--- src/hdl/asf_pkg.sv ---
// Shared types, constants and register map of the audio slip FIFO.
`default_nettype none
package asf_pkg;

    localparam int DEF_FIFO_DEPTH = 32768;
    localparam int DEF_MAX_BURST  = 32;

    // Frame counts inside one request fit in 7 bits for any burst length up to 64.
    localparam int BCW = 7;

    localparam int APB_AW = 4;
    localparam int APB_DW = 32;

    localparam logic [1:0] REG_TARGET_FILL = 2'd0;
    localparam logic [1:0] REG_DEADBAND    = 2'd1;
    localparam logic [1:0] REG_VOLUME      = 2'd2;
    localparam logic [1:0] REG_MUTED       = 2'd3;

    localparam logic [15:0] RST_TARGET_FILL = 16'd1920;
    localparam logic [15:0] RST_DEADBAND    = 16'd480;
    localparam logic [16:0] RST_VOLUME      = 17'd65536;

    // Gains at or above this value play the samples unscaled.
    localparam logic [16:0] VOL_BYPASS = 17'd65471;

    typedef struct packed {
        logic              action;
        logic signed [15:0] left_in;
        logic signed [15:0] right_in;
        logic              capture_silent;
        logic [5:0]        want;
    } t_in_item;

    typedef struct packed {
        logic signed [15:0] left_out;
        logic signed [15:0] right_out;
        logic              out_silent;
        logic              last;
        logic [31:0]       underrun_total;
        logic [31:0]       overrun_total;
        logic [31:0]       slip_total;
    } t_out_item;

    typedef struct packed {
        logic [15:0] target_fill;
        logic [15:0] deadband;
        logic [16:0] volume;
        logic        muted;
    } t_cfg;

    typedef struct packed {
        logic push;
        logic capture;
        logic decide;
        logic pop;
        logic load;
        logic silent;
        logic last;
    } t_cmd;

    typedef struct packed {
        logic [BCW-1:0] pops;
        logic           dup;
        logic [BCW-1:0] total;
        logic           out_free;
    } t_sts;

endpackage
`default_nettype wire

--- src/hdl/asf_regs.sv ---
// Configuration registers behind the APB-style port.
`default_nettype none
module asf_regs (
    input  wire logic                      i_clk,
    input  wire logic                      i_rst_n,
    input  wire logic                      psel,
    input  wire logic                      penable,
    input  wire logic                      pwrite,
    input  wire logic [asf_pkg::APB_AW-1:0] paddr,
    input  wire logic [asf_pkg::APB_DW-1:0] pwdata,
    output logic      [asf_pkg::APB_DW-1:0] prdata,
    output logic                           pready,
    output asf_pkg::t_cfg                  o_cfg
);
    import asf_pkg::*;

    t_cfg r_cfg;
    logic wr_en;

    assign pready = 1'b1;
    assign wr_en  = psel && penable && pwrite;
    assign o_cfg  = r_cfg;

    always_ff @(posedge i_clk) begin
        if (!i_rst_n) begin
            r_cfg.target_fill <= RST_TARGET_FILL;
            r_cfg.deadband    <= RST_DEADBAND;
            r_cfg.volume      <= RST_VOLUME;
            r_cfg.muted       <= 1'b0;
        end else if (wr_en) begin
            case (paddr[3:2])
                REG_TARGET_FILL: r_cfg.target_fill <= pwdata[15:0];
                REG_DEADBAND:    r_cfg.deadband    <= pwdata[15:0];
                REG_VOLUME:      r_cfg.volume      <= pwdata[16:0];
                REG_MUTED:       r_cfg.muted       <= pwdata[0];
                default:         r_cfg.muted       <= r_cfg.muted;
            endcase
        end
    end

    always_comb begin
        case (paddr[3:2])
            REG_TARGET_FILL: prdata = {16'd0, r_cfg.target_fill};
            REG_DEADBAND:    prdata = {16'd0, r_cfg.deadband};
            REG_VOLUME:      prdata = {15'd0, r_cfg.volume};
            REG_MUTED:       prdata = {31'd0, r_cfg.muted};
            default:         prdata = '0;
        endcase
    end

endmodule
`default_nettype wire

--- config.mk ---
export PLATFORM = sky130hd
export DESIGN_NAME = asf_regs
export DESIGN_NICKNAME = d
export VERILOG_FILES = /design/src/hdl/asf_pkg.sv /design/src/hdl/asf_regs.sv
export SDC_FILE = /design/constraint.sdc
export NUM_CORES = 1
export LEC_CHECK = 0
export ABC_AREA = 1
export BUFFER_PORTS_ARGS = -buffer_cell sky130_fd_sc_hd__buf_2
export CORE_MARGIN = 1
export CORE_UTILIZATION = 45
export DETAILED_ROUTE_END_ITERATION = 10
export PLACE_DENSITY = 0.9
export SLEW_MARGIN = 40
export SYNTH_ARGS = -nofsm -noshare
export SYNTH_HDL_FRONTEND = slang
export SYNTH_SLANG_ARGS = --single-unit
--- constraint.sdc ---
create_clock -name i_clk -period 2.4 [get_ports i_clk]
set_input_delay 0.24 -clock i_clk [delete_from_list [all_inputs] [get_ports i_clk]]
set_output_delay 0.24 -clock i_clk [all_outputs]
set_load 0.05 [all_outputs]
# [After elaboration in Yosys (flattened, before gate mapping)]
# Index checks and enable logic that the tools add are counted.
[totals] reg_bits=50 inputBits=41 output_inout_bits=83 wordCells=15
[op_classes] n_eq_ne=3 n_mux=1 reduce_logical=7
[ops] op="32-bit case mux with 4 select lines" n=1
[ops] op="2-bit AND reduction" n=4
[ops] op="2-bit equality test, second input constant" n=2
[ops] op="2-bit by 1-bit equality test with 1-bit output, second input constant" n=1
[ops] op="1-bit logical AND" n=2
[ops] op="2-bit zero test" n=1

# [Longest topological paths before layout]
[logic_depth] word_depth=3 ltp_mapped=6 depth_no_buf=5

# [Worst setup path after synthesis]
# No wires, ideal clock.
[synth_path] kind="flip-flop to output port" from="reg r_cfg, in the netlist o_cfg[17]" to="out prdata[16] (netlist name)" arrival_time_ns=1.374 required_ns=2.160 path_slack_ns=0.786 stages_incl_launch_ff=3 n_path_buf=0 path_cell_list="dfxtp_1 inv_1 nor2_1"
[synth_via] elab_chain_len=1
[synth_lines] item="start: declaration" line="asf_regs.sv:17" text="t_cfg r_cfg;"
[synth_lines] item="32-bit case mux with 4 select lines" line="asf_regs.sv:42" text="case (paddr[3:2])"
[synth_lines] item="end: declaration" line="asf_regs.sv:11" text="output logic [asf_pkg::APB_DW-1:0] prdata,"
# Every way passes these cells. The select of a mux whose other input is x is not followed.

# [Final worst setup path]
[layout_path] from="in paddr[3] (netlist name)" to="out prdata[2] (netlist name)"
[layout_via] elab_chain_len=2 elab_cells_between_ends=5 cone_classes="eq/ne: 3; mux: 1; reduce/logical: 1"
[layout_lines] item="start: declaration" line="asf_regs.sv:9" text="input wire logic [asf_pkg::APB_AW-1:0] paddr,"
[layout_lines] item="2-bit equality test, or another cell as far along" line="asf_regs.sv:42"
[layout_lines] item="32-bit case mux with 4 select lines (*)" line="asf_regs.sv:42"
# Every way passes the cells marked *; elsewhere a longest branch is shown, timed or not. The select of a mux whose other input is x is not followed.

==> flow_metrics.py <==
metrics = {
    "run_status": {
        "status": "completed",
    },
    "final_layout": {
        "nets": 504,
        "final_cell_mix": "nand2_1 (113), buf_2 (89), nor2_1 (82), nand3_1 (65), dfxtp_1 (50)",
        "finish.utilization_pct": 57.7,
        "antennaDiodeCount": 0,
        "final_common_cell": "nand2_1",
        "largest_reg_flops": 50,
        "fill_cells": 528,
        "drive_gt1_share_pct": 25.0,
        "final_area_um2": 3000,
        "areaGrowthSynthToFinish_pct": 21.0,
    },
    "synth": {
        "yosysWarnings": 0,
        "syn_inst": 383,
        "synth_area_per_cell_um2": 6.48,
        "synthDistinctLibCells": 19,
        "synth_seq_cells": 50,
        "synth_top_area_share_pct": 40.3,
        "yosysTopAreaCell": "dfxtp_1",
        "synth_area_leaders": "dfxtp_1 (40%), nand2_1 (17%), nand3_1 (13%), nor2_1 (13%), buf_4 (6.7%)",
        "yosysSeqAreaShare_pct": 40.3,
        "netlist_area_um2": 2480,
    },
    "critical_path": {
        "crit_slowest_cell": "buf_4",
        "worstSetupStartpointType": "input pin",
        "rrSetupSlack_ns": 1.75,
        "cp.arrival_ns": 1.29,
        "timing.setup.critical_path_class": "in -> out",
        "path_cells": "buf_2 > inv_2 > nor2_2 > buf_4 > nand2_1 > nand3_1 > buf_2",
        "cp-startpoint": "paddr[3]",
        "cp-end-kind": "output pin",
        "cp.required_ns": 2.16,
        "max_stage_delay_ns": 0.27,
        "cpMostUsedCell": "buf_2",
        "worstRegToRegCells": 2,
        "r2r_start": "o_cfg[32]",
        "critical_path_depth": 7,
        "cp_num_buf_inv": 4,
        "critPathMaxFanout": 22,
        "regToRegEndpoint": "o_cfg[32]",
        "critPathCapture": "prdata[2]",
        "crit_family": "buffers and inverters",
    },
    "die": {
        "rows": 26,
        "ioPinCount": 124,
        "die_area_um2": 5810,
        "die_h_um": 76.3,
        "fp.dieW_um": 76.3,
        "start_util_pct": 47.7,
        "core_um2": 5200,
    },
    "clock_network": {
        "cts_resized": 0,
        "cts.clk_slew.worst_paths_ns": 0.09,
        "insertion_delay_ns": 0.30,
        "htree_levels": 2,
        "cts.path.max_buffers": 2,
        "cts_made_buffers": 5,
        "cts_tree": "done",
        "cts.sinks": 50,
        "hold_buffers": 0,
        "clock_tree.root_cell": "clkbuf_8",
        "post_cts_buffers": 0,
    },
    "timing": {
        "min_period_ns": 1.53,
        "worst_slew_pin_slew_ns": 0.531,
        "rsz0062_at_grt": "false",
        "hold_viol_final": 0,
        "slew_viol_final": 0,
        "tns_ns": 0,
        "period_share_pct": 63.7,
        "fmax_mhz": 654,
        "setup-violations-final": 0,
        "fin_skew_ns": 0,
        "slew_headroom_pct": 64.6,
    },
    "routing": {
        "drtIter0Drc": 103,
        "wirelength_mm": 6.26,
        "post_drt_wl_per_cell_um": 11.7,
        "route.detailed.drc": 0,
        "first_pass_iters": 4,
        "drt-vias-per-instance": 4.81,
        "ant_nets": 0,
        "vias": 2571,
    },
    "global_route": {
        "grt_pass1_wl_mm": 10.4,
        "grt_pass1_vias": 2246,
        "use_met3_pct": 5.75,
        "gr-total-overflow": 0,
        "use_met2_pct": 38.9,
        "use_met1_pct": 26.3,
        "antenna_found_initial": 0,
        "grt_max_degree": 51,
        "busiest_layer": "met2",
        "grt_usage_pct": 22.0,
    },
    "placement": {
        "io_buffers": 90,
        "gp_congestion": 0.723,
        "hpwlAfterDp_mm": 4.34,
        "dpl_cell_area_um2": 2880,
    },
    "pwr": {
        "p_leak_uw": 0.00158,
        "powerDensity_nw_per_um2": 610,
        "vdd_drop_max_uv": 354,
    },
    "run": {
        "cap_violations": 0,
    },
    "worst_hold_path": {
        "holdCritPathClass": "in -> reg",
    },
}
==> how the worst min path moves through the flow <==
| stage | startpoint | to | slack (ns) | cells after the start |
|---|---|---|---|---|
| 2_1_floorplan | pwdata[5] | o_cfg[23] | 0.37 | 2 |
| 3_3_place_gp | pwdata[16] | o_cfg[17] | 0.46 | 3 |
| 3_5_place_dp | pwdata[16] | o_cfg[17] | 0.46 | 3 |
| 4_1_cts | pwdata[16] | o_cfg[17] | 0.14 | 3 |
| 5_1_grt | pwdata[10] | o_cfg[44] | 0.15 | 3 |
| 6_report | pwdata[16] | o_cfg[17] | 0.15 | 3 |
==> area by class of cell <==
cell class,instances,area (um2),area share (%)
clock inverter,3,47.5,1.58
multi-input combinational,288,1210,40.4
inverter,21,78.8,2.62
clock buffer,5,68.8,2.29
tap,70,87.6,2.92
sequential,50,1000,33.3
timing repair buffer,97,505,16.8
==> cells in the mapped netlist <==
| master | number |
|---|---|
| nand2_2 | 1 |
| nor2_1 | 83 |
| nand2_1 | 113 |
| inv_2 | 2 |
| nand4_1 | 1 |
| buf_6 | 1 |
| o21ai_0 | 1 |
| buf_1 | 1 |
| nand3_2 | 1 |
| inv_1 | 19 |
| nor2_4 | 4 |
| a21oi_1 | 1 |
| dfxtp_1 | 50 |
| conb_1 | 2 |
| clkbuf_1 | 6 |
| nor2_2 | 2 |
| buf_2 | 8 |
| buf_4 | 22 |
| nand3_1 | 65 |
==> through the flow <==
stage / power, uW / std cells / setup WS, ns / hold slack, ns
2_1_floorplan: 1180 / 397 / 0.786 / 0.366
3_3_place_gp: 1230 / 526 / 0.889 / 0.457
3_5_place_dp: 1230 / 526 / 0.871 / 0.463
4_1_cts: 1850 / 534 / 0.872 / 0.139
5_1_grt: 1920 / 534 / 0.804 / 0.145
6_report: 1830 / 534 / 0.871 / 0.148
==> power by group <==
group | switching [uW] | internal [uW]
logic | 279 | 75.6
registers | 13.4 | 848
clock network | 301 | 316
total | 593 | 1240
==> worst min-delay path: stages <==
cell	delay (ns)
buf_2	0.08
nand2_1	0.04
nand3_1	0.07
==> routing by layer <==
metal	part of all wire [%]	routed length [um]
met1	43	2720
met4	1.2	72
met2	49	3060
met3	6.4	401
met5	0	0
==> logic make-up after synthesis <==
logic type / Yosys count / synth area share, %
AOI/OAI and AO/OA: 2 / 0.403
other: 2 / 0.303
DFF: 50 / 40.3
and+or+nand+nor: 270 / 46.0
buffers and inverters: 59 / 13.0
No activity file was read; power rests on OpenSTA's default activity.
