<file path="src/hdl/asf_pkg.sv">
// Shared types, constants and register map of the audio slip FIFO.
`default_nettype none
package asf_pkg;

    localparam int DEF_FIFO_DEPTH = 32768;
    localparam int DEF_MAX_BURST  = 32;

    // Frame counts inside one request fit in 7 bits for any burst length up to 64.
    localparam int BCW = 7;

    localparam int APB_AW = 4;
    localparam int APB_DW = 32;

    localparam logic [1:0] REG_TARGET_FILL = 2'd0;
    localparam logic [1:0] REG_DEADBAND    = 2'd1;
    localparam logic [1:0] REG_VOLUME      = 2'd2;
    localparam logic [1:0] REG_MUTED       = 2'd3;

    localparam logic [15:0] RST_TARGET_FILL = 16'd1920;
    localparam logic [15:0] RST_DEADBAND    = 16'd480;
    localparam logic [16:0] RST_VOLUME      = 17'd65536;

    // Gains at or above this value play the samples unscaled.
    localparam logic [16:0] VOL_BYPASS = 17'd65471;

    typedef struct packed {
        logic              action;
        logic signed [15:0] left_in;
        logic signed [15:0] right_in;
        logic              capture_silent;
        logic [5:0]        want;
    } t_in_item;

    typedef struct packed {
        logic signed [15:0] left_out;
        logic signed [15:0] right_out;
        logic              out_silent;
        logic              last;
        logic [31:0]       underrun_total;
        logic [31:0]       overrun_total;
        logic [31:0]       slip_total;
    } t_out_item;

    typedef struct packed {
        logic [15:0] target_fill;
        logic [15:0] deadband;
        logic [16:0] volume;
        logic        muted;
    } t_cfg;

    typedef struct packed {
        logic push;
        logic capture;
        logic decide;
        logic pop;
        logic load;
        logic silent;
        logic last;
    } t_cmd;

    typedef struct packed {
        logic [BCW-1:0] pops;
        logic           dup;
        logic [BCW-1:0] total;
        logic           out_free;
    } t_sts;

endpackage
`default_nettype wire

</file>
<file path="src/hdl/asf_ctrl.sv">
// Sequencer for pushes, render decisions and the per-frame output loop.
`default_nettype none
module asf_ctrl (
    input  wire logic              i_clk,
    input  wire logic              i_rst_n,
    input  wire logic              i_in_valid,
    input  wire logic              i_action,
    input  wire logic [5:0]        i_want,
    output logic                   o_in_stall,
    output asf_pkg::t_cmd          o_cmd,
    input  wire asf_pkg::t_sts     i_sts
);
    import asf_pkg::*;

    typedef enum logic [4:0] {
        S_IDLE   = 5'b00001,
        S_DECIDE = 5'b00010,
        S_FETCH  = 5'b00100,
        S_MUL    = 5'b01000,
        S_OUT    = 5'b10000
    } t_state;

    t_state         r_state, n_state;
    logic [BCW-1:0] r_pops, n_pops;
    logic [BCW-1:0] r_total, n_total;
    logic           r_dup, n_dup;
    logic           r_silent, n_silent;
    logic           r_last, n_last;
    logic           in_acc;

    assign o_in_stall = (r_state != S_IDLE);
    assign in_acc     = i_in_valid && !o_in_stall;

    always_comb begin
        n_state  = r_state;
        n_pops   = r_pops;
        n_total  = r_total;
        n_dup    = r_dup;
        n_silent = r_silent;
        n_last   = r_last;
        o_cmd    = '0;
        o_cmd.silent = r_silent;
        o_cmd.last   = r_last;
        case (r_state)
            S_IDLE: begin
                if (in_acc) begin
                    if (!i_action) begin
                        o_cmd.push = 1'b1;
                    end else if (i_want != 6'd0) begin
                        o_cmd.capture = 1'b1;
                        n_state = S_DECIDE;
                    end
                end
            end
            S_DECIDE: begin
                o_cmd.decide = 1'b1;
                n_pops  = i_sts.pops;
                n_dup   = i_sts.dup;
                n_total = i_sts.total;
                n_state = S_FETCH;
            end
            S_FETCH: begin
                // Popped frames come first, then the repeated one, then silence.
                if (r_pops != '0) begin
                    o_cmd.pop = 1'b1;
                    n_pops   = r_pops - BCW'(1);
                    n_silent = 1'b0;
                end else if (r_dup) begin
                    n_dup    = 1'b0;
                    n_silent = 1'b0;
                end else begin
                    n_silent = 1'b1;
                end
                n_last  = (r_total == BCW'(1));
                n_total = r_total - BCW'(1);
                n_state = S_MUL;
            end
            S_MUL: begin
                n_state = S_OUT;
            end
            S_OUT: begin
                if (i_sts.out_free) begin
                    o_cmd.load = 1'b1;
                    n_state = r_last ? S_IDLE : S_FETCH;
                end
            end
            default: begin
                n_state = S_IDLE;
            end
        endcase
    end

    always_ff @(posedge i_clk) begin
        if (!i_rst_n) begin
            r_state  <= S_IDLE;
            r_pops   <= '0;
            r_total  <= '0;
            r_dup    <= 1'b0;
            r_silent <= 1'b0;
            r_last   <= 1'b0;
        end else begin
            r_state  <= n_state;
            r_pops   <= n_pops;
            r_total  <= n_total;
            r_dup    <= n_dup;
            r_silent <= n_silent;
            r_last   <= n_last;
        end
    end

endmodule
`default_nettype wire

</file>
<file path="config.mk">
export PLATFORM = sky130hd
export DESIGN_NAME = asf_ctrl
export DESIGN_NICKNAME = d
export VERILOG_FILES = /design/src/hdl/asf_pkg.sv /design/src/hdl/asf_ctrl.sv
export SDC_FILE = /design/constraint.sdc
export NUM_CORES = 1
export LEC_CHECK = 0
export BUFFER_PORTS_ARGS = -buffer_cell sky130_fd_sc_hd__buf_2
export CAP_MARGIN = 20
export CORE_MARGIN = 5
export CORE_UTILIZATION = 45
export DETAILED_ROUTE_END_ITERATION = 12
export PLACE_DENSITY = 0.69
export SETUP_SLACK_MARGIN = 0.3
export SYNTH_ARGS = -nofsm -noshare
export SYNTH_HDL_FRONTEND = slang
export SYNTH_SLANG_ARGS = --single-unit
</file>
<file path="constraint.sdc">
create_clock -name i_clk -period 2.7 [get_ports i_clk]
set_clock_uncertainty 0.15 [all_clocks]
set_input_delay 0.27 -clock i_clk [delete_from_list [all_inputs] [get_ports i_clk]]
set_output_delay 0.27 -clock i_clk [all_outputs]
set_load 0.01 [all_outputs]
</file>
# Yosys cells after proc, flatten, opt, wreduce, memory -nomap -nowiden
# Index checks and enable logic that the tools add are counted.
[word_totals]
wordCells = 52
regBits = 22
in_bits = 26
[classes]
n_eq_ne = 13
n_addsub = 2
reduce_logical = 8
mux = 23
[ops]
columns = ["cell", "count"]
rows = [
  ["$pmux W7 S2", 2],
  ["$pmux W5 S5", 1],
  ["$mux W5", 4],
  ["$sub A7 B1 Y7 const B", 2],
  ["$ne A2 B2 Y1 const B", 6],
  ["$mux W1", 11],
  ["$eq A7 B1 Y1 const B", 1],
  ["$mux W7", 1],
  ["$reduce_bool A7 Y1", 1],
  ["$reduce_bool A6 Y1", 1],
  ["$eq A5 B1 Y1 const B", 1],
  ["$eq A5 B2 Y1 const B", 1],
  ["$eq A5 B3 Y1 const B", 1],
  ["$eq A5 B4 Y1 const B", 1],
  ["$eq A5 B5 Y1 const B", 1],
  ["$ne A5 B1 Y1 const B", 1],
  ["$mux W2", 2],
  ["$reduce_and A2 Y1", 2],
  ["$reduce_and A4 Y1", 1],
  ["$mux W3", 1],
  ["$pmux W1 S2", 1],
  ["$reduce_bool A2 Y1", 1],
  ["$logic_and A1 B1 Y1", 1],
  ["$logic_not A1 Y1", 1],
]

# Depth between registers and ports, before layout
# Gate-level depths: netlist (run 1).
[depth]
word_depth = 5
depth_mapped = 7
depth_no_buf = 6

# Worst setup path before layout (run 1)
# OpenSTA, ideal clock, no wires.
[synth_timing]
path_type = "reg-to-output"
start = "reg r_state[4]"
end = "out o_cmd[6] (netlist bit)"
path_buffers = 2
t_required_ps = 2280
t_arrival_ps = 1507
stages_incl_launch_ff = 6
path_slack_ps = 773
path_cell_list = "dfxtp_1 -> buf_2 -> or3_4 -> or2_1 -> clkbuf_1 -> nor3b_1"
[synth_rtl]
columns = ["item", "line", "source"]
rows = [
  ["from (decl)", "asf_ctrl.sv:23", "t_state r_state, n_state;"],
  ["from (signal assigned)", "asf_ctrl.sv:102", "r_state <= n_state;"],
  ["to (decl)", "asf_ctrl.sv:10", "output asf_pkg::t_cmd o_cmd,"],
]

==> run summary, run 1 <==
The worst path needs 2.28 ns of the cycle, external delays included. The die covers 0.00419 sq mm. The worst setup path is captured at an output port. The remaining antenna violation count came out at 0. The first-pass iteration count of the detailed router is 4.

The number of DRC markers in iteration 0 came out at 153. The insertion delay of the later-clocked pin in the worst-skew pair is 0.31 ns. With fillers left out, the area of the finished cells amounts to 0.00157 sq mm. Entering global routing, the biggest net connects 16 pins. The worst hold path belongs to the class input port to flip-flop. The worst pin sits at a relative slew slack of 63.8%. The data arrival time of the critical path came out at 1.86 ns. The antenna cell count is 0. Summed over all cells, the static leakage comes to 0.627 nW. The count of mapped cells out of synthesis is 158. The post-CTS setup-driven buffer insertion count is 0.

The total clock buffers created by CTS is 3. The floorplan has 19 rows. The final number of hold-violating endpoints is 0. In this run the deepest clock path goes through 2 buffers. The total routed wire length on the met1 layer came out at 1.53 mm. The number of enable flip-flop cells after synthesis is 0. The total wire length after detailed routing came out at 3.51 mm. The run finished with clean final reports. The summed instance area of the synthesized netlist came out at 0.00135 sq mm. Power spread over the standard cell area amounts to 384 mW/mm^2. The final number of max-transition violations came to 0. STA classifies the critical path startpoint as a flip-flop. The routed layout has 1353 vias.

The design draws 0.000602 W. In this run the top signal layer used is met4. The library cells used most frequently in the layout, excluding fill and tap cells, are sky130_fd_sc_hd__buf_2 (33), sky130_fd_sc_hd__dfxtp_1 (22), sky130_fd_sc_hd__a21oi_1 (14), sky130_fd_sc_hd__nor2_1 (10), sky130_fd_sc_hd__nand2_1 (9). The required time at the worst-slack endpoint is 2.28 ns. The most used flip-flop cell after synthesis is sky130_fd_sc_hd__dfxtp_1.

The count of buffers added on input and output ports is 33. The clock input transition at the sequential cells of the worst setup and hold paths is 0.12 ns. Setup repair after global routing left no endpoint under its margin.

The post-detailed-placement cell area came out at 0.00153 sq mm. The number of design rule violations left after detail routing came out at 0. The clock sink count is 22. The synthesis warning total came out at 0.

The initial standard-cell utilization of the core is 48.1%. The overall overflow remaining after global route is 0. The maximum clock frequency is 0.439 GHz. The area inside the core boundary came out at 0.00281 sq mm. The total negative slack for setup checks came out at 0 ns.

The peak ir drop on the vdd network came out at 269 uV. The fraction of registers with async set or reset after synthesis is 0%. The via count of the first global-routing pass is 1339.

The fraction of layout cells with a size suffix above 1 came out at 28.0%. Dividing the final minimum period by the clock period gives 84.3%. The initial antenna violation count is 0. Synthesis inferred 22 register bits. The fraction of the yosys area taken by sequential cells came out at 32.7%.

In the detailed route, the total length drawn on met2 is 1.77 mm. The post-detailed-route wirelength per cell came out at 16.0 um. The number of vias per cell after detailed routing is 6.15.

The estimated wirelength of the detail-placed design is 2.69 mm. The filler cells instantiated in the layout total 286. The library cell used most frequently in the layout, excluding fill and tap cells, is sky130_fd_sc_hd__buf_2. The tool flagged a number of max-cap violations equal to 0.

The global router's overall resource usage came out at 18.1%. The growth of design area from synthesis to finish is 16.1%. The floorplan step set the die width to 64.7 um.

The maximum level of the CTS H-tree came out at 1. The peak fanout along the critical path is 13. The first global-routing pass estimated 6.08 mm of wire. The final-stage net count came out at 220.

The post-route worst hold slack came out at 0.0401 ns. The length of routed met3 wiring is 192 um. Setup violations remaining at the end of the flow were counted as 0. The global placer's final weighted congestion came out at 0.850. Counting every net in the synthesized netlist gives 188. The number of top-level pins came out at 34. The mean instance size in the synthesized netlist is 8.54 sq um.

The count of distinct cell types in the synthesized netlist is 52. The cell sitting at the root of the clock tree is a sky130_fd_sc_hd__clkbuf_4. TritonCTS built the clock tree.

The die is 64.7 um tall. The worst setup path is of the flip-flop to output port kind. The measured slew at the worst slew-check pin came out at 0.542 ns.
final timing paths:
kind	startpoint	endpoint	slack, ns	cells after the start
max	r_state[3]	o_cmd[4]	0.42	5
min	i_sts[8]	r_dup	0.04	3
max reg2reg	r_state[2]	r_pops[3]	0.69	4
min reg2reg	r_silent	r_silent	0.32	2
state kept, by name (all words and copies together) (netlist names):
signal    flops
r_dup         1
r_state       5
r_silent      1
r_pops        7
r_last        1
r_total       7
per-layer routing:
metal | GRT usage [%] | vias up
met2 | 31.8 | 39
met1 | 22.4 | 652
met5 | 0 | -
met4 | 3.17 | 0
li1 | - | 660
met3 | 4.49 | 2
final cells by class:
| class | count | area (sq um) | area share [%] |
|---|---|---|---|
| repair buffers | 35 | 180 | 11.5 |
| flip-flops and latches | 22 | 440 | 28.1 |
| multi-input cells | 121 | 841 | 53.7 |
| well taps | 31 | 38.8 | 2.48 |
| clock buffers | 4 | 36.3 | 2.32 |
| inverters | 7 | 30.0 | 1.92 |
Yosys cell counts, types with 3 or more instances:
library cell	number	share of area, %
sky130_fd_sc_hd__dfxtp_1	22	33
sky130_fd_sc_hd__a21oi_1	14	5.2
sky130_fd_sc_hd__nor2_1	10	2.8
sky130_fd_sc_hd__nand2_1	9	2.5
sky130_fd_sc_hd__nand3_1	8	3.0
sky130_fd_sc_hd__o21ai_0	7	2.6
sky130_fd_sc_hd__inv_1	6	1.7
sky130_fd_sc_hd__nor2b_1	5	2.3
sky130_fd_sc_hd__a2bb2oi_1	4	2.6
sky130_fd_sc_hd__ha_1	4	3.7
sky130_fd_sc_hd__nor3b_1	4	2.2
sky130_fd_sc_hd__a32oi_1	3	1.9
sky130_fd_sc_hd__buf_2	3	1.1
sky130_fd_sc_hd__clkbuf_1	3	0.83
sky130_fd_sc_hd__nand2b_1	3	1.4
sky130_fd_sc_hd__nor3_1	3	1.1
sky130_fd_sc_hd__o211ai_1	3	1.7
sky130_fd_sc_hd__o311ai_0	3	1.9
what timing repair did:
| item | CTS | global route |
|---|---|---|
| endpoints found under the setup margin | 0 | 2 |
| hold buffers | 0 | 0 |
| gates resized for setup | 0 | 1 |
power breakdown:
group	leakage, nW	internal, W	switching [W]
Sequential	0.178	0.000330	0.00000524
Clock	0.0210	0.0000824	0.000103
Combinational	0.429	0.0000368	0.0000446
per-stage QoR:
step                setup WS [ns]  instances  util (%)
floorplan                   0.773        158         -
global placement            0.731        216      54.4
detailed placement          0.658        216      54.4
CTS                         0.359        220      55.7
global route                0.303        220      55.8
finish                      0.424        220      55.8
kinds of logic (layout without fill, tap and decap cells):
kind of cell / Yosys count / count (layout) / synth area share [%]
flip-flops: 22 / 22 / 32.7
adder cells (fa/ha/maj): 4 / 4 / 3.71
AND/OR/NAND/NOR: 63 / 63 / 28.7
buffers and inverters: 15 / 46 / 5.01
AO/OA/AOI/OAI: 54 / 54 / 30.0
critical path, stage by stage (launching register included):
cell,delay [ns]
sky130_fd_sc_hd__dfxtp_1,0.42
sky130_fd_sc_hd__nor3_1,0.34
sky130_fd_sc_hd__nand2_2,0.22
sky130_fd_sc_hd__clkinvlp_4,0.25
sky130_fd_sc_hd__buf_4,0.19
sky130_fd_sc_hd__buf_2,0.13
(Power assumes the default switching activity.)
==> inputs of run 2 (changes only) <==
Clock period 2.7 ns to 2.16 ns, I/O delays scaled along.
==> run 2 against run 1 <==
Effect of this change:
- critical path type unchanged
- power rose by 22%
- clock power rose by 3%
- largest cell class unchanged
- register-to-register slack got worse by 0.40 ns
- global-route usage rose by 1.9 points
- largest power group unchanged
- hold slack got worse by 0.019 ns
- critical endpoint is now o_cmd[6]
- combinational power rose by 58%
- cell area rose by 14%
- highest routed layer unchanged
==> run summary, run 2 (synthesis gave the netlist of run 1 again) <==
The port buffer count came out at 33 (unchanged). The path type of the worst setup path is flip-flop to output port (unchanged). The final number of max-transition violations was 0 (unchanged). The count of vias placed by the detailed router was 1499 (was 1353). The peak fanout along the critical path came to 5 (was 13).

The startpoint type of the worst setup path is a flip-flop (unchanged). The worst-case clock buffer depth came out at 2 (unchanged). The most common cell after layout, fill and taps aside is sky130_fd_sc_hd__buf_2 (unchanged).

The number of design rule violations left after detail routing is 0 (unchanged). The post-route worst hold slack is 0.0212 ns (was 0.0401 ns). The clock sink count was 22 (unchanged).

The remaining antenna violation count is 0 (unchanged). The power per standard cell area is 412 mW/mm^2 (was 384 mW/mm^2). The final number of hold-violating endpoints is 0 (unchanged). The overall overflow remaining after global route is 0 (unchanged). The setup slack of the critical path after layout came out at 0.167 ns (was 0.424 ns). The total of fill cells in the finished design is 254 (was 286). The measured slew at the worst slew-check pin came out at 0.512 ns (was 0.542 ns). The insertion delay of the later-clocked pin in the worst-skew pair came to 0.31 ns (about the same). The critical-path cell with the highest stage delay is sky130_fd_sc_hd__dfxtp_4 (was sky130_fd_sc_hd__dfxtp_1).

The reg-to-reg startpoint is r_state[3] (was r_state[2]). The overall power consumption is 0.000736 W (was 0.000602 W). The maximum level of the CTS H-tree came out at 1 (unchanged).

The data arrival time of the critical path came to 1.63 ns (was 1.86 ns). The first-pass GRT wire length is 6.67 mm (was 6.08 mm). The die height came out at 64.7 um (unchanged).

The pin count of the biggest net entering global routing is 16 (unchanged). The final-stage net count came to 242 (was 220). The capture point of the critical path is o_cmd[6] (was o_cmd[4]). The required time at the worst-slack endpoint was 1.79 ns (was 2.28 ns). The global router's overall resource usage came out at 20.0% (was 18.1%).

Registers with the most flip-flops: r_pops x7, r_total x7, r_state x5 (unchanged). The delay contributed by the slowest stage of the critical path came out at 0.39 ns (was 0.42 ns). The worst slack at placement came to 0.248 ns (was 0.658 ns). The first-pass iteration count of the detailed router came out at 4 (unchanged). The clock tree from TritonCTS is yes (unchanged). The minimum period implied by the final worst setup slack is 1.99 ns. The fraction of layout cells with a size suffix above 1 is 41.4% (was 28.0%). The number of violations of the max-capacitance limit came out at 0 (unchanged). The master cell of the clock root buffer was sky130_fd_sc_hd__clkbuf_4 (unchanged). The number of DRC markers in iteration 0 came out at 101 (was 153). The antenna cell count came out at 0 (unchanged). The setup-violating endpoint count in the final report came out at 0 (unchanged). Unrepaired setup endpoints after global routing: true (was false). The destination of the worst register-to-register timing path is r_pops[5] (was r_pops[3]). The number of cells on the worst reg-to-reg path came out at 5 (was 4). The start point of the critical path is r_state[3] (unchanged).

The element type at the critical path end is an output port (unchanged). The initial antenna violation count came out at 0 (unchanged). The global placer's final weighted congestion came to 0.864 (was 0.850). The area inside the core boundary is 0.00281 sq mm (unchanged).

Result of the run: finished clean (unchanged). The initial standard-cell utilization of the core came out at 48.1% (unchanged). Of the available clock period, the critical path in the final layout requires 92.3%. The die boundary width came out at 64.7 um (unchanged). Cells along the critical path: or3_4, or2_4, nor3b_2, buf_2 (was nor3_1, nand2_2, clkinvlp_4, buf_4, buf_2).

The final cell count without fillers came to 241 (was 220). The total wire length after detailed routing came out at 4.16 mm (was 3.51 mm). The headroom to the max-slew limit is 65.9% (was 63.8%). The growth of design area from synthesis to finish came out at 32.7% (was 16.1%).

The total clock buffers created by CTS came out at 3 (unchanged). The peak ir drop on the vdd network came to 317 uV (was 269 uV). The number of vias per cell after detailed routing is 6.22 (was 6.15). The die area came out at 0.00419 sq mm (unchanged).

The estimated wirelength of the detail-placed design is 2.72 mm (was 2.69 mm). The type of the most critical hold path is input port to flip-flop (unchanged). The number of top-level pins is 34 (unchanged). The depth of the worst hold-timing path was 3 (unchanged). The register-to-register setup slack is 0.29 ns (was 0.69 ns). The via count of the first global-routing pass came out at 1445 (was 1339).

The total negative slack for setup checks came out at 0 ns (unchanged). Commonest cells after routing, fill and taps aside: sky130_fd_sc_hd__buf_2 (33), sky130_fd_sc_hd__buf_4 (19), sky130_fd_sc_hd__dfxtp_1 (16), sky130_fd_sc_hd__a21oi_1 (14) (was sky130_fd_sc_hd__buf_2 (33), sky130_fd_sc_hd__dfxtp_1 (22), sky130_fd_sc_hd__a21oi_1 (14), sky130_fd_sc_hd__nor2_1 (10), sky130_fd_sc_hd__nand2_1 (9)). The floorplan row count is 19 (unchanged). The post-detailed-route wirelength per cell came out at 17.3 um (was 16.0 um). The maximum clock frequency is 0.502 GHz. The reported leakage power is 0.756 nW (was 0.627 nW). The placed cell count came to 219 (was 216).

The clock input transition at the sequential cells of the worst setup and hold paths came out at 0.12 ns (about the same).
==> run 2: cell types whose count changed in the layout (fill, tap and decap cells not counted), moves of 2 or more <==
cell / before / now
sky130_fd_sc_hd__or2_4: 0 / 2
sky130_fd_sc_hd__buf_4: 2 / 19
sky130_fd_sc_hd__dfxtp_1: 22 / 16
sky130_fd_sc_hd__dfxtp_2: 0 / 3
sky130_fd_sc_hd__buf_6: 0 / 4
sky130_fd_sc_hd__dfxtp_4: 0 / 3
==> run 2: metal layers <==
metal  routed length (um)  global-route usage (%)
met1                 1670                    25.2
met5                    0                       0
met4                  100                    6.60
met3                  350                    5.70
met2                 2040                    32.8
==> run 2: repair_timing <==
action / 4_1_cts / 5_1_grt
gates resized for setup: 15 / 10
cloned: 0 / 1
pin swaps: 7 / 4
buffers inserted: 10 / 7
setup endpoints to repair: 12 / 17
hold endpoints to repair: 1 / 0
hold buffers: 1 / 0
==> run 2: worst min path at each step <==
| stage | startpoint | to | slack [ns] |
|---|---|---|---|
| after CTS | i_sts[14] | r_pops[5] | 0.02 |
| after detailed placement | r_silent | r_silent | 0.30 |
| after global placement | r_silent | r_silent | 0.29 |
| after global routing | i_sts[14] | r_pops[5] | 0.02 |
| final | i_sts[2] | r_total[1] | 0.02 |
| after floorplan | i_rst_n | r_state[1] | 0.19 |
==> run 2: layout make-up <==
| class | count | area [sq um] | share of cell area (%) |
|---|---|---|---|
| Tap cell | 31 | 38.8 | 2.17 |
| Inverter | 7 | 27.5 | 1.54 |
| Sequential cell | 22 | 455 | 25.5 |
| Clock buffer | 3 | 22.5 | 1.26 |
| Multi-Input combinational cell | 121 | 882 | 49.3 |
| Timing Repair Buffer | 57 | 363 | 20.3 |
==> run 2: worst max-delay path: cells and delay by family, from the launching register on <==
kind / cells / cell delay (ns)
flops: 1 / 0.39
buf+inv: 1 / 0.15
simple gates: 3 / 0.79
==> run 2: power breakdown <==
part | switching (W) | internal (W) | total, W
clock | 0.000125 | 0.0000653 | 0.000190
sequential | 0.00000882 | 0.000408 | 0.000417
combinational | 0.0000627 | 0.0000661 | 0.000129
==> run 2: stage by stage <==
stage | util (%) | area, sq um
finish | 63.8 | 1790
floorplan | - | 1350
CTS | 60.9 | 1710
detailed placement | 55.4 | 1550
global placement | 55.4 | 1550
global route | 63.8 | 1790
==> inputs of run 3 (changes only) <==
Settings changed: CTS_CLUSTER_DIAMETER set to 100, RECOVER_POWER set to 100.
==> run 3 against run 2 <==
Effect of this change:
- sequential cell count stayed put
- cell count unchanged
- worst setup slack worse by 0.027 ns
- first-iteration DRC count shrank 25%
- cell area shrank 2.9%
- sequential share of layout area rose by 0.25 points
- utilization is 1.8 points lower
- maximum frequency fell by 1.3%
- highest routed layer unchanged
- count of clock-buffer cells in the layout did not move
- largest power group unchanged
- combinational power down 5%
==> run summary, run 3 (synthesis gave the netlist of run 1 again) <==
Result of the run: finished clean (unchanged). The path type of the worst setup path was flip-flop to output port (unchanged). The fraction of layout cells with a size suffix above 1 came to 35.2% (was 41.4%).

The delay contributed by the slowest stage of the critical path came to 0.42 ns (was 0.39 ns). The measured slew at the worst slew-check pin is 0.485 ns (was 0.512 ns). The total negative slack for setup checks was 0 ns (unchanged). The post-route worst hold slack came out at 0.0200 ns (was 0.0212 ns). The master cell of the clock root buffer is sky130_fd_sc_hd__clkbuf_4 (unchanged). The clock input transition at the sequential cells of the worst setup and hold paths came to 0.12 ns (about the same).

The post-detailed-placement cell area is 0.00155 sq mm (unchanged). The global router's overall resource usage is 20.0% (unchanged). The source of the worst hold timing path is i_sts[14] (was i_sts[2]). The die area is 0.00419 sq mm (unchanged). The maximum clock frequency came out at 0.495 GHz (was 0.502 GHz). The setup slack of the critical path after layout is 0.140 ns (was 0.167 ns). The global placer's final weighted congestion came out at 0.864 (unchanged).

The total wire length after detailed routing is 4.19 mm (was 4.16 mm). The number of vias per cell after detailed routing is 6.21 (was 6.22). The count of vias placed by the detailed router came to 1496 (was 1499). The setup-violating endpoint count in the final report came out at 0 (unchanged). The final number of max-transition violations is 0 (unchanged).

The area inside the core boundary is 0.00281 sq mm (unchanged). The die boundary width came out at 64.7 um (unchanged). The final number of hold-violating endpoints came out at 0 (unchanged). The required time at the worst-slack endpoint is 1.79 ns (about the same). The number of violations of the max-capacitance limit came out at 0 (unchanged). The net switching component of the power came out at 0.000196 W (about the same). The element type at the critical path end is an output port (unchanged).

Registers with the most flip-flops: r_pops x7, r_total x7, r_state x5 (unchanged). The number of DRC markers in iteration 0 came out at 76 (was 101). The reg-to-reg startpoint was r_state[2] (was r_state[3]).

The antenna cell count came out at 0 (unchanged). The first-pass GRT wire length is 6.67 mm (unchanged). The die height came out at 64.7 um (unchanged).

The growth of design area from synthesis to finish is 28.8% (was 32.7%). The remaining antenna violation count was 0 (unchanged). The critical-path cell with the highest stage delay is sky130_fd_sc_hd__or3_1 (was sky130_fd_sc_hd__dfxtp_4). The via count of the first global-routing pass is 1445 (unchanged).

Cells along the critical path: or3_1, or2_4, nor3b_2, buf_2 (was or3_4, or2_4, nor3b_2, buf_2). The dominant delay contributor by cell family on the critical path is simple AND/OR/NAND/NOR gates (unchanged). The worst-case clock buffer depth came out at 2 (unchanged). The peak fanout along the critical path was 5 (unchanged).

The first-pass iteration count of the detailed router is 4 (unchanged). The worst slack at placement is 0.248 ns (unchanged). The port buffer count came out at 33 (unchanged). The clock sink count is 22 (unchanged). The maximum level of the CTS H-tree is 1 (unchanged). The initial antenna violation count is 0 (unchanged). The minimum period implied by the final worst setup slack came out at 2.02 ns (was 1.99 ns). The type of the most critical hold path is input port to flip-flop (unchanged). The final-stage net count came to 242 (unchanged). The final design area excluding fillers came out at 0.00174 sq mm (was 0.00179 sq mm). The portion of total power attributed to the clock network is 26.1% (was 25.8%). The final critical-path share of the clock period was 93.5% (was 92.3%).

The data arrival time of the critical path came to 1.65 ns (was 1.63 ns). The peak ir drop on the vdd network came out at 317 uV (about the same). The initial standard-cell utilization of the core is 48.1% (unchanged).

The most common cell after layout, fill and taps aside is sky130_fd_sc_hd__buf_2 (unchanged). Commonest cells after routing, fill and taps aside: sky130_fd_sc_hd__buf_2 (29), sky130_fd_sc_hd__dfxtp_1 (19), sky130_fd_sc_hd__buf_4 (17), sky130_fd_sc_hd__a21oi_1 (14) (was sky130_fd_sc_hd__buf_2 (33), sky130_fd_sc_hd__buf_4 (19), sky130_fd_sc_hd__dfxtp_1 (16), sky130_fd_sc_hd__a21oi_1 (14)). The insertion delay of the later-clocked pin in the worst-skew pair came out at 0.31 ns (about the same). The start point of the critical path was r_state[3] (unchanged). The internal power consumption came out at 0.000536 W (was 0.000540 W). The startpoint type of the worst setup path is a flip-flop (unchanged). The estimated wirelength of the detail-placed design came out at 2.72 mm (unchanged). The power per standard cell area came to 422 mW/mm^2 (was 412 mW/mm^2).

The overall power consumption came out at 0.000733 W (was 0.000736 W). Unrepaired setup endpoints after global routing: true (unchanged). The headroom to the max-slew limit came out at 67.7% (was 65.9%). The number of top-level pins came to 34 (unchanged). The reported leakage power is 0.724 nW (was 0.756 nW). The floorplan row count came out at 19 (unchanged). The pin count of the biggest net entering global routing is 16 (unchanged). The power share of the combinational group came to 16.7% (was 17.5%). The clock tree from TritonCTS is yes (unchanged).

The overall overflow remaining after global route is 0 (unchanged). The buffers plus inverters on the worst setup path is 1 (unchanged). The post-detailed-route wirelength per cell came out at 17.4 um (was 17.3 um). The part of the power in registers is 57.2% (was 56.7%). The total clock buffers created by CTS came to 3 (unchanged). The number of design rule violations left after detail routing came out at 0 (unchanged).

The net switching fraction of the power was 26.8% (was 26.7%).
run 3: layer usage:
layer	routed length, um	GRT usage, %	vias up
li1	-	-	702
met1	1740	25.2	719
met2	2090	32.8	64
met3	287	5.70	11
met4	76	6.60	0
met5	0	0	-
run 3: final cells by class:
cell class              count  area (sq um)
repair buffers             57           343
well taps                  31          38.8
flip-flops and latches     22           447
clock buffers               3          22.5
fillers                   270          1070
multi-input cells         121           860
inverters                   7          27.5
run 3: repair_timing:
item                       4_1_cts  5_1_grt
setup endpoints to repair       12       17
cloned                           0        1
pin swaps                        7        4
gates resized for setup         15       10
hold endpoints to repair         1        0
hold buffers                     1        0
buffers inserted                10        7
run 3: through the flow:
stage / utilization, % / instances
global route: 62.0 / 241
finish: 62.0 / 241
CTS: 60.9 / 233
floorplan: - / 158
detailed placement: 55.4 / 219
global placement: 55.4 / 219
run 3: worst paths after layout:
| kind | slack (ns) | endpoint | depth (start not counted) |
|---|---|---|---|
| setup / recovery | 0.14 | o_cmd[6] | 4 |
| hold / removal | 0.02 | r_pops[5] | 3 |
| setup reg to reg | 0.15 | r_pops[5] | 6 |
| hold reg to reg | 0.32 | r_silent | 2 |
run 3: worst reg2reg max path, cell delays in order, from the launching register on:
cell and delay [ns]:
sky130_fd_sc_hd__dfxtp_4 0.40, sky130_fd_sc_hd__buf_4 0.12, sky130_fd_sc_hd__buf_4 0.12, sky130_fd_sc_hd__nor3b_1 0.40, sky130_fd_sc_hd__nand2_2 0.12, sky130_fd_sc_hd__or4b_1 0.51
sky130_fd_sc_hd__a31oi_1 0.13
run 3: power by group through the flow:
stage          clock (W)  combinational [W]  sequential, W
2_1_floorplan          0          0.0000585       0.000426
3_3_place_gp           0          0.0000986       0.000428
3_5_place_dp           0           0.000102       0.000428
4_1_cts         0.000193           0.000119       0.000417
5_1_grt         0.000210           0.000134       0.000420
6_report        0.000191           0.000122       0.000419
